<file path="config.mk">
export PLATFORM = sky130hd
export DESIGN_NAME = hsv_to_rgb_converter
export DESIGN_NICKNAME = d
export VERILOG_FILES = /design/src/rtl/core/hsv2rgb_pkg.sv /design/src/rtl/core/hsv_to_rgb_converter.sv /design/src/rtl/core/hsv2rgb_chan.sv
export VERILOG_INCLUDE_DIRS = /design/src /design/src/rtl/core
export SDC_FILE = /design/constraint.sdc
export NUM_CORES = 2
export LEC_CHECK = 0
export BUFFER_PORTS_ARGS = -buffer_cell sky130_fd_sc_hd__buf_2
export CORE_MARGIN = 2
export CORE_UTILIZATION = 30
export CTS_CLUSTER_DIAMETER = 50
export DETAILED_ROUTE_END_ITERATION = 10
export PLACE_DENSITY = 0.43
export SLEW_MARGIN = 15
export SYNTH_ARGS = -nofsm -noshare
export SYNTH_HDL_FRONTEND = slang
export SYNTH_SLANG_ARGS = --single-unit
</file>
<file path="constraint.sdc">
create_clock -name clk -period 6.01 [get_ports clk]
set_input_delay 0.601 -clock clk [delete_from_list [all_inputs] [get_ports clk]]
set_output_delay 0.601 -clock clk [all_outputs]
set_load 0.1 [all_outputs]
</file>
<file path="src/rtl/core/hsv_to_rgb_converter_defines.svh">
// Assertion macros for the HSV to RGB converter.
// Needs signals named clk and arst_n in the module that uses them.
`ifndef HSV_TO_RGB_CONVERTER_DEFINES_SVH
`define HSV_TO_RGB_CONVERTER_DEFINES_SVH

// Check a property on every clock edge outside reset.
`define HSV2RGB_ASSERT(lbl, prop, msg) \
	lbl: assert property (@(posedge clk) disable iff (!arst_n) (prop)) else $error(msg);

// Check that a condition holds in the cycle after a trigger.
`define HSV2RGB_ASSERT_NEXT(lbl, ante, cons, msg) \
	lbl: assert property (@(posedge clk) disable iff (!arst_n) (ante) |=> (cons)) \
		else $error(msg);

`endif

</file>
<file path="src/rtl/core/hsv2rgb_pkg.sv">
// Shared constants and types for the HSV to RGB converter.
// No dependencies.
package hsv2rgb_pkg;

	localparam int HUE_W = 9;
	localparam int PCT_W = 7;
	localparam int CHAN_W = 8;

	localparam int PCT_DEPTH = 2 ** PCT_W;
	localparam int KIDX_W = 6;
	localparam int K_DEPTH = 2 ** KIDX_W;

	localparam logic [HUE_W-1:0] HUE_MAX = 9'd360;
	localparam logic [HUE_W-1:0] HUE_60 = 9'd60;
	localparam logic [HUE_W-1:0] HUE_120 = 9'd120;
	localparam logic [HUE_W-1:0] HUE_180 = 9'd180;
	localparam logic [HUE_W-1:0] HUE_240 = 9'd240;
	localparam logic [HUE_W-1:0] HUE_300 = 9'd300;

	localparam logic [PCT_W-1:0] PCT_MAX = 7'd100;
	localparam logic [CHAN_W-1:0] CHAN_MAX = 8'd255;

	typedef enum logic [2:0] {
		SEXT_0 = 3'd0,
		SEXT_1 = 3'd1,
		SEXT_2 = 3'd2,
		SEXT_3 = 3'd3,
		SEXT_4 = 3'd4,
		SEXT_5 = 3'd5
	} sext_t;

endpackage

</file>
<file path="src/rtl/core/hsv_to_rgb_converter.sv">
// HSV to RGB converter, four-stage pipeline.
// An accepted item passes the stage 1, 2, 3 and 4 registers in order; out_valid rises as it enters stage 4.
// Throughput: one item per cycle while out_ready holds high; each stage advances on its own when free.
// Reset clears only the stage valid bits; data registers are not reset.
// Depends on hsv2rgb_pkg, hsv2rgb_chan and hsv_to_rgb_converter_defines.svh.
`include "hsv_to_rgb_converter_defines.svh"

module hsv_to_rgb_converter import hsv2rgb_pkg::*; #(
	parameter int FRAC_BITS = 16
) (
	input  logic               clk,
	input  logic               arst_n,
	input  logic               in_valid,
	output logic               in_ready,
	input  logic [HUE_W-1:0]   hue_deg,
	input  logic [PCT_W-1:0]   sat_pct,
	input  logic [PCT_W-1:0]   val_pct,
	output logic               out_valid,
	input  logic               out_ready,
	output logic [CHAN_W-1:0]  red,
	output logic [CHAN_W-1:0]  green,
	output logic [CHAN_W-1:0]  blue
);

	localparam int QW = FRAC_BITS + 1;

	// constant tables: percent to fraction, and hue ramp to fraction
	logic [QW-1:0] pct_lut [0:PCT_DEPTH-1];
	logic [QW-1:0] k_lut [0:K_DEPTH-1];

	for (genvar i = 0; i < PCT_DEPTH; i++) begin : g_pct
		localparam logic [QW-1:0] ENT = (i > PCT_MAX) ? '0 :
			QW'((64'(i) << FRAC_BITS) / PCT_MAX);
		assign pct_lut[i] = ENT;
	end

	for (genvar i = 0; i < K_DEPTH; i++) begin : g_k
		localparam logic [QW-1:0] ENT = (i > HUE_60) ? '0 :
			QW'((64'(i) << FRAC_BITS) / HUE_60);
		assign k_lut[i] = ENT;
	end

	logic en_s1, en_s2, en_s3, en_s4;
	logic valid_s1, valid_s2, valid_s3, valid_s4;

	assign en_s4 = !valid_s4 || out_ready;
	assign en_s3 = !valid_s3 || en_s4;
	assign en_s2 = !valid_s2 || en_s3;
	assign en_s1 = !valid_s1 || en_s2;
	assign in_ready = en_s1;

	// stage 1: clamp hue, sextant, ramp index, percent table lookups
	logic [HUE_W-1:0]  hue_c;
	logic [HUE_W-1:0]  hue_rem;
	logic [KIDX_W-1:0] hue_dist;
	logic [KIDX_W-1:0] kidx;
	sext_t             sext;

	assign hue_c = (hue_deg > HUE_MAX) ? '0 : hue_deg;

	always_comb begin
		if (hue_c < HUE_60) begin
			sext = SEXT_0;
		end else if (hue_c < HUE_120) begin
			sext = SEXT_1;
		end else if (hue_c < HUE_180) begin
			sext = SEXT_2;
		end else if (hue_c < HUE_240) begin
			sext = SEXT_3;
		end else if (hue_c < HUE_300) begin
			sext = SEXT_4;
		end else begin
			sext = SEXT_5;
		end
	end

	always_comb begin
		if (hue_c < HUE_120) begin
			hue_rem = hue_c;
		end else if (hue_c < HUE_240) begin
			hue_rem = hue_c - HUE_120;
		end else begin
			hue_rem = hue_c - HUE_240;
		end
		if (hue_rem >= HUE_60) begin
			hue_dist = KIDX_W'(hue_rem - HUE_60);
		end else begin
			hue_dist = KIDX_W'(HUE_60 - hue_rem);
		end
		kidx = KIDX_W'(HUE_60) - hue_dist;
	end

	logic [QW-1:0]     s_s1, v_s1;
	logic [KIDX_W-1:0] kidx_s1;
	sext_t             sext_s1;

	always_ff @(posedge clk or negedge arst_n) begin
		if (!arst_n) begin
			valid_s1 <= 1'b0;
		end else if (en_s1) begin
			valid_s1 <= in_valid;
		end
	end

	always_ff @(posedge clk) begin
		if (en_s1 && in_valid) begin
			s_s1 <= pct_lut[sat_pct];
			v_s1 <= pct_lut[val_pct];
			kidx_s1 <= kidx;
			sext_s1 <= sext;
		end
	end

	// stage 2: chroma, hue ramp table lookup
	logic [2*QW-1:0] sv_prod;
	logic [QW-1:0]   c_s2, v_s2, k_s2;
	sext_t           sext_s2;

	assign sv_prod = s_s1 * v_s1;

	always_ff @(posedge clk or negedge arst_n) begin
		if (!arst_n) begin
			valid_s2 <= 1'b0;
		end else if (en_s2) begin
			valid_s2 <= valid_s1;
		end
	end

	always_ff @(posedge clk) begin
		if (en_s2 && valid_s1) begin
			c_s2 <= sv_prod[FRAC_BITS +: QW];
			v_s2 <= v_s1;
			k_s2 <= k_lut[kidx_s1];
			sext_s2 <= sext_s1;
		end
	end

	// stage 3: secondary component and offset
	logic [2*QW-1:0] ck_prod;
	logic [QW-1:0]   c_s3, x_s3, m_s3;
	sext_t           sext_s3;

	assign ck_prod = c_s2 * k_s2;

	always_ff @(posedge clk or negedge arst_n) begin
		if (!arst_n) begin
			valid_s3 <= 1'b0;
		end else if (en_s3) begin
			valid_s3 <= valid_s2;
		end
	end

	always_ff @(posedge clk) begin
		if (en_s3 && valid_s2) begin
			c_s3 <= c_s2;
			x_s3 <= ck_prod[FRAC_BITS +: QW];
			m_s3 <= v_s2 - c_s2;
			sext_s3 <= sext_s2;
		end
	end

	// stage 4: place components, add offset, scale to bytes
	logic [QW-1:0]     r_cmp, g_cmp, b_cmp;
	logic [QW-1:0]     r_lvl, g_lvl, b_lvl;
	logic [CHAN_W-1:0] r_code, g_code, b_code;
	logic [CHAN_W-1:0] red_s4, green_s4, blue_s4;

	always_comb begin
		case (sext_s3)
			SEXT_0: begin
				r_cmp = c_s3; g_cmp = x_s3; b_cmp = '0;
			end
			SEXT_1: begin
				r_cmp = x_s3; g_cmp = c_s3; b_cmp = '0;
			end
			SEXT_2: begin
				r_cmp = '0; g_cmp = c_s3; b_cmp = x_s3;
			end
			SEXT_3: begin
				r_cmp = '0; g_cmp = x_s3; b_cmp = c_s3;
			end
			SEXT_4: begin
				r_cmp = x_s3; g_cmp = '0; b_cmp = c_s3;
			end
			default: begin
				r_cmp = c_s3; g_cmp = '0; b_cmp = x_s3;
			end
		endcase
	end

	assign r_lvl = r_cmp + m_s3;
	assign g_lvl = g_cmp + m_s3;
	assign b_lvl = b_cmp + m_s3;

	hsv2rgb_chan #(.FRAC_BITS(FRAC_BITS)) u_chan_r (.level(r_lvl), .code(r_code));
	hsv2rgb_chan #(.FRAC_BITS(FRAC_BITS)) u_chan_g (.level(g_lvl), .code(g_code));
	hsv2rgb_chan #(.FRAC_BITS(FRAC_BITS)) u_chan_b (.level(b_lvl), .code(b_code));

	always_ff @(posedge clk or negedge arst_n) begin
		if (!arst_n) begin
			valid_s4 <= 1'b0;
		end else if (en_s4) begin
			valid_s4 <= valid_s3;
		end
	end

	always_ff @(posedge clk) begin
		if (en_s4 && valid_s3) begin
			red_s4 <= r_code;
			green_s4 <= g_code;
			blue_s4 <= b_code;
		end
	end

	assign out_valid = valid_s4;
	assign red = red_s4;
	assign green = green_s4;
	assign blue = blue_s4;

	`HSV2RGB_ASSERT(a_chroma_le_value, !valid_s2 || (c_s2 <= v_s2), "chroma above value")
	`HSV2RGB_ASSERT(a_x_le_chroma, !valid_s3 || (x_s3 <= c_s3), "secondary above chroma")
	`HSV2RGB_ASSERT_NEXT(a_accept_enters, in_valid && in_ready, valid_s1, "accepted item lost")
	`HSV2RGB_ASSERT_NEXT(a_stall_holds, valid_s4 && !out_ready, valid_s4, "stalled item dropped")

endmodule

</file>
<file path="src/rtl/core/hsv2rgb_chan.sv">
// Scales one fixed-point channel level to an 8-bit code, truncating and saturating.
// Depends on hsv2rgb_pkg.
module hsv2rgb_chan import hsv2rgb_pkg::*; #(
	parameter int FRAC_BITS = 16
) (
	input  logic [FRAC_BITS:0]  level,
	output logic [CHAN_W-1:0]   code
);

	localparam int QW = FRAC_BITS + 1;
	localparam int SW = QW + CHAN_W;

	logic [SW-1:0]     scaled;
	logic [CHAN_W:0]   whole;

	// level * 255 as a shift and subtract
	assign scaled = {level, {CHAN_W{1'b0}}} - SW'(level);
	assign whole = scaled[FRAC_BITS +: CHAN_W + 1];
	assign code = (whole > {1'b0, CHAN_MAX}) ? CHAN_MAX : whole[CHAN_W-1:0];

endmodule

</file>
* Word level (Yosys, flattened, before mapping)
Memories as Yosys holds them, arrays and structs flattened. A register that Yosys moved wholly into a read port is not among the register bits.
Cells that the tools add are included.
** Word-level totals
- Register bits :: 128
- Memory bits (read-only) :: 5440
- Input port bits :: 27
- Output and inout bits :: 26
- Word-level logic and storage cells :: 84
- Memories :: 3
** Memory list
- (no name shown) :: words 128, width 17, rd ports 1, clocked after memory_dff 1, write ports 0, RTL line hsv_to_rgb_converter.sv:108 : v_s1 <= pct_lut[val_pct];
- (no name shown) :: words 128, width 17, rd ports 1, clocked after memory_dff 1, write ports 0, RTL line hsv_to_rgb_converter.sv:107 : s_s1 <= pct_lut[sat_pct];
- (no name shown) :: words 64, width 17, rd ports 1, clocked after memory_dff 1, write ports 0, RTL line hsv_to_rgb_converter.sv:133 : k_s2 <= k_lut[kidx_s1];
** Operators by class
- Add/subtract/negate cells :: 12
- $mul :: 2
- Magnitude comparators :: 10
- Eq/ne operators :: 4
- Muxes and demuxes :: 11
- Bitwise operators :: 3
- Reduce and logical (&&, ||, !) cells :: 21
** Operators by type and width (count)
- one-hot mux 17 bit (2 select lines) :: 3
- subtractor 25 x 17 -> 25 bit :: 3
- multiplier 17 x 17 -> 33 bit :: 2
- adder 17 bit :: 3
- > comparator 9 x 8 -> 1 bit, second input constant :: 3
- two-way mux 9 bit :: 3
- < comparator 9 x 8 -> 1 bit, second input constant :: 2
- subtractor 17 bit :: 1
- NOT 7 -> 8 bit :: 2
- OR reduction 2 bit :: 7
- subtractor 6 bit, first input constant :: 2
- >= comparator 9 x 6 -> 1 bit, second input constant :: 1
- > comparator 9 bit, second input constant :: 1
- < comparator 9 x 6 -> 1 bit, second input constant :: 1
- < comparator 9 x 7 -> 1 bit, second input constant :: 1
- < comparator 9 bit, second input constant :: 1
- subtractor 9 x 7 -> 9 bit, second input constant :: 1
- subtractor 9 x 8 -> 9 bit, second input constant :: 1
- NOT 6 -> 7 bit :: 1
- == test 3 x 2 -> 1 bit, second input constant :: 2
- two-way mux 6 bit :: 1
- subtractor 6 bit, second input constant :: 1
- logical AND 1 bit :: 4
- zero test 1 bit :: 4
- other kinds (7) :: 12

* Logic depth before layout (Yosys ltp)
- Word-level depth :: 8
- Depth in mapped cells :: 28
- Depth with buffers taken out :: 25

* Hierarchy
From an unflattened synthesis, not the netlist that was laid out.
** Second synthesis, totals
- Cells, all modules :: 3674
- Area, all modules :: 32283.5 sq um
** By module, submodules not included
- hsv_to_rgb_converter :: instances 1, cells each 3452, area an instance 30729.5 sq um, sequential area each 5054.8 sq um
- hsv2rgb_chan :: instances 3, cells each 74, area an instance 518.0 sq um, sequential area each 0.0 sq um

* Least setup slack after synthesis
OpenSTA, ideal clock, no wires.
- Kind :: reg2reg
- Start point :: register s_s1[13]
- End point :: register c_s2[12], data pin
- Library setup time :: 0.258 ns
- Data arrival time :: 6.423 ns
- Data required time :: 5.752 ns
- Path slack :: -0.670 ns
- Cell stages (with the launch flop) :: 26
- Path buffers :: 2
- Path through :: edfxtp_1 clkbuf_1 clkbuf_1 nand2_1 fa_1 inv_1 fa_1 inv_1 fa_1 inv_1 fa_1 inv_1 fa_1 inv_1 fa_1 ha_1 a21o_1 a41o_1 and3_1 a221oi_1 o21ai_0 a221o_1 and2_1 o21a_1 nor2_1 xnor2_1
** On the way
- Cells in the longest elaborated chain, start to end :: 1
** Ends and longest elaborated chain
- from (decl) :: RTL line hsv_to_rgb_converter.sv:93 : logic [QW-1:0] s_s1, v_s1;
- multiplier 17 x 17 -> 33 bit :: RTL line hsv_to_rgb_converter.sv:119 : assign sv_prod = s_s1 * v_s1;
- via sv_prod[28] :: RTL line hsv_to_rgb_converter.sv:115 : logic [2*QW-1:0] sv_prod;
- to (signal assigned) :: RTL line hsv_to_rgb_converter.sv:131 : c_s2 <= sv_prod[FRAC_BITS +: QW];
- to (decl) :: RTL line hsv_to_rgb_converter.sv:116 : logic [QW-1:0] c_s2, v_s2, k_s2;
The timed path passes the listed nets, and every way through them passes these cells.
A chain may end at the register's enable or synchronous reset.

* Worst setup path in the final report
- Start point :: register v_s1[5]
- End point :: register c_s2[12], data pin
** On the way
- Cells in the longest elaborated chain, start to end :: 1
** Ends and longest elaborated chain (RTL line)
- from (decl) :: hsv_to_rgb_converter.sv:93
- multiplier 17 x 17 -> 33 bit :: hsv_to_rgb_converter.sv:119
- via sv_prod[28] :: hsv_to_rgb_converter.sv:115
The timed path passes the listed nets, and every way through them passes these cells.

==> results.py <==
metrics = {
    "worst_hold_path": {
        "hp-class": "in2reg",
    },
    "timing": {
        "skew_ns": 0.0140,
        "period_needed_ns": 6.19,
        "hold_violations": 0,
        "rsz0062_at_grt": "yes",
        "max_freq_mhz": 161,
        "min_period_over_period": 1.03,
        "setup_violations": 12,
        "setup_slack_ns": -0.184,
        "slew_viol_final": 0,
        "tightest_slew_ns": 1.10,
        "max_slew_margin": 0.269,
    },
    "routing": {
        "routed_wl_mm": 98.7,
        "vias": 26053,
        "drtIter0Drc": 1470,
        "ant_nets": 0,
        "drc": 0,
        "viasPerCell": 4.81,
        "dr.pass1.iters": 5,
        "routedWlPerCell_um": 18.2,
    },
    "clock_tree": {
        "htreeDepth": 4,
        "cts_tree": "built",
        "clock-sinks": 169,
        "root_buffer": "clkbuf_16",
        "clk_latency_ns": 0.49,
        "cts_buffer_depth": 2,
        "cts.clk_slew.worst_paths_ns": 0.08,
        "cts_made_buffers": 17,
    },
    "global_routing": {
        "grt_pass1_wl_mm": 156,
        "grt_max_degree": 76,
        "grt.overflow.total": 0,
        "track_usage": 0.181,
        "grt_pass1_vias": 27032,
        "antenna_found_initial": 1,
    },
    "critical_path": {
        "crit_arrival_ns": 6.45,
        "critical_path_class": "reg2reg",
        "crit_fanout": 6,
        "end_kind": "register",
        "critPathRequiredTime_ns": 6.26,
        "ff2ff_setup_slack_ns": -0.18,
        "cp-start-kind": "register",
    },
    "yosys": {
        "synth_cell_type_count": 96,
        "yosys-top-cells-area": "fa_1, edfxtp_1, ha_1",
        "yosys_warnings": 0,
        "syn-num-nets": 4503,
        "yosysTopAreaCell": "fa_1",
        "netlist.area_leader.share": 0.277,
        "syn_avg_cell_area_um2": 8.72,
        "postSynthCellCount": 3695,
        "synth_flop_cell": "edfxtp_1",
        "async_flop_share": 0.0237,
        "seq_area_frac_synth": 0.157,
        "synth_seq_cells": 169,
        "synth_edf_count": 165,
        "synth_area_um2": 32200,
    },
    "final_layout": {
        "syn2layout_area_growth_pct": 18.7,
        "layout_common_cells": "inv_1, nand2_1, fa_1, buf_4, ha_1",
        "final_layout_size_suffix_gt1_frac": 0.174,
        "fin_area_um2": 38300,
        "antenna_cells": 0,
        "final_common_cell": "inv_1",
        "num-nets-final": 4804,
    },
    "die": {
        "dieWidth_um": 332,
        "io_pins": 53,
        "die-area_um2": 110000,
        "die_h_um": 332,
        "num_rows": 120,
        "core-area_um2": 107000,
        "start_util": 0.302,
    },
    "placement": {
        "postPlaceCellArea_um2": 36400,
        "gp_congestion": 0.878,
        "portBuffers": 52,
        "dp_hpwl_mm": 81.4,
    },
    "run_status": {
        "status": "finished, violations left",
        "violations": "negative setup slack",
    },
    "job": {
        "max_cap_viol_count": 0,
    },
}
## flip-flops by register name, indices dropped and copies added, names as in the netlist, 8 cells and up
signal and flops:
c_s2 17, red 8, v_s2 17, m_s3 17
x_s3 17, green 8, v_s1 17, s_s1 17
blue 8, c_s3 17
## per-layer routing
metal | share of wire | wire [µm] | up-vias | global-route usage
met3 | 0.026 | 2610 | 74 | 0.0158
li1 | - | - | 12703 | -
met5 | 0 | 0 | - | 0
met1 | 0.46 | 45100 | 12870 | 0.239
met4 | 0.017 | 1710 | 0 | 0.0371
met2 | 0.50 | 49300 | 406 | 0.322
## Yosys cell counts, types with 23 or more instances
library cell / count
inv_1: 664
nand2_1: 494
fa_1: 446
ha_1: 335
o21ai_0: 196
a21oi_1: 179
nor2_1: 173
edfxtp_1: 165
clkbuf_1: 160
and2_1: 145
xnor2_1: 88
nand3_1: 49
a31oi_1: 42
nor3_1: 40
a211oi_1: 35
nand2b_1: 34
o211ai_1: 34
xor2_1: 33
a22o_1: 32
a21o_1: 26
nor2b_1: 23
## cells by family after synthesis
family,Yosys count,share of synthesized area
AND/OR/NAND/NOR,1039,0.149
AO/OA/AOI/OAI,713,0.143
adder cells (fa/ha/maj),784,0.408
XOR/XNOR,126,0.0360
multiplexers,21,0.00940
flip-flops,169,0.157
buffers and inverters,843,0.0983
## layout make-up
| cell class | count | area (µm²) |
|---|---|---|
| Clock inverter | 15 | 164 |
| Tap cell | 1403 | 1760 |
| Clock buffer | 17 | 425 |
| Multi-Input combinational cell | 2683 | 24700 |
| Sequential cell | 169 | 5050 |
| Timing Repair Buffer | 458 | 3660 |
| Fill cell | 11088 | 68500 |
| Inverter | 667 | 2510 |
## per-stage QoR
step	setup slack, ns	instances	utilization	TNS [ns]	hold slack (ns)
after floorplan	-0.144	3695	-	-0.155	0.305
after global placement	-0.588	5315	0.341	-7.23	0.411
after detailed placement	-0.614	5315	0.341	-8.56	0.413
after CTS	-0.247	5388	0.353	-1.98	0.275
after global routing	-0.393	5412	0.358	-4.86	0.299
final	-0.184	5412	0.358	-0.967	0.313
## worst paths after layout
kind	cells past startpoint	startpoint	end
worst max register to register	24	v_s1[5]	c_s2[12]
max in group asynchronous	2	arst_n	valid_s3
worst max-delay path	24	v_s1[5]	c_s2[12]
worst min-delay path	2	in_valid	valid_s1
worst min register to register	0	sext_s2[0]	sext_s3[0]
min in group asynchronous	2	arst_n	valid_s1
## worst max-delay path: stages (launching register included)
cell and delay [ns]:
edfxtp_1 0.38, buf_12 0.14, nand2_4 0.05, fa_1 0.54, inv_2 0.04, fa_1 0.54
inv_2 0.05, fa_1 0.57, inv_1 0.06, fa_1 0.48, inv_1 0.05, fa_1 0.48
inv_1 0.05, fa_1 0.44, ha_1 0.30, a21o_1 0.19, a41o_1 0.22, and3_4 0.18
a221oi_4 0.27, o21ai_2 0.11, a221o_1 0.32, and2_4 0.15, o21a_1 0.18, nor2_2 0.11
xnor2_1 0.06
## what timing repair did
item,CTS,global route
buffers inserted,44,27
hold buffers,1,0
endpoints found under the hold margin,4,0
resized for setup,106,125
cloned,0,0
pin swaps,68,52
setup endpoints to repair,31,51
Power is not shown: default switching activity piles up to over one toggle a cycle in this logic, so the estimate is an artifact.
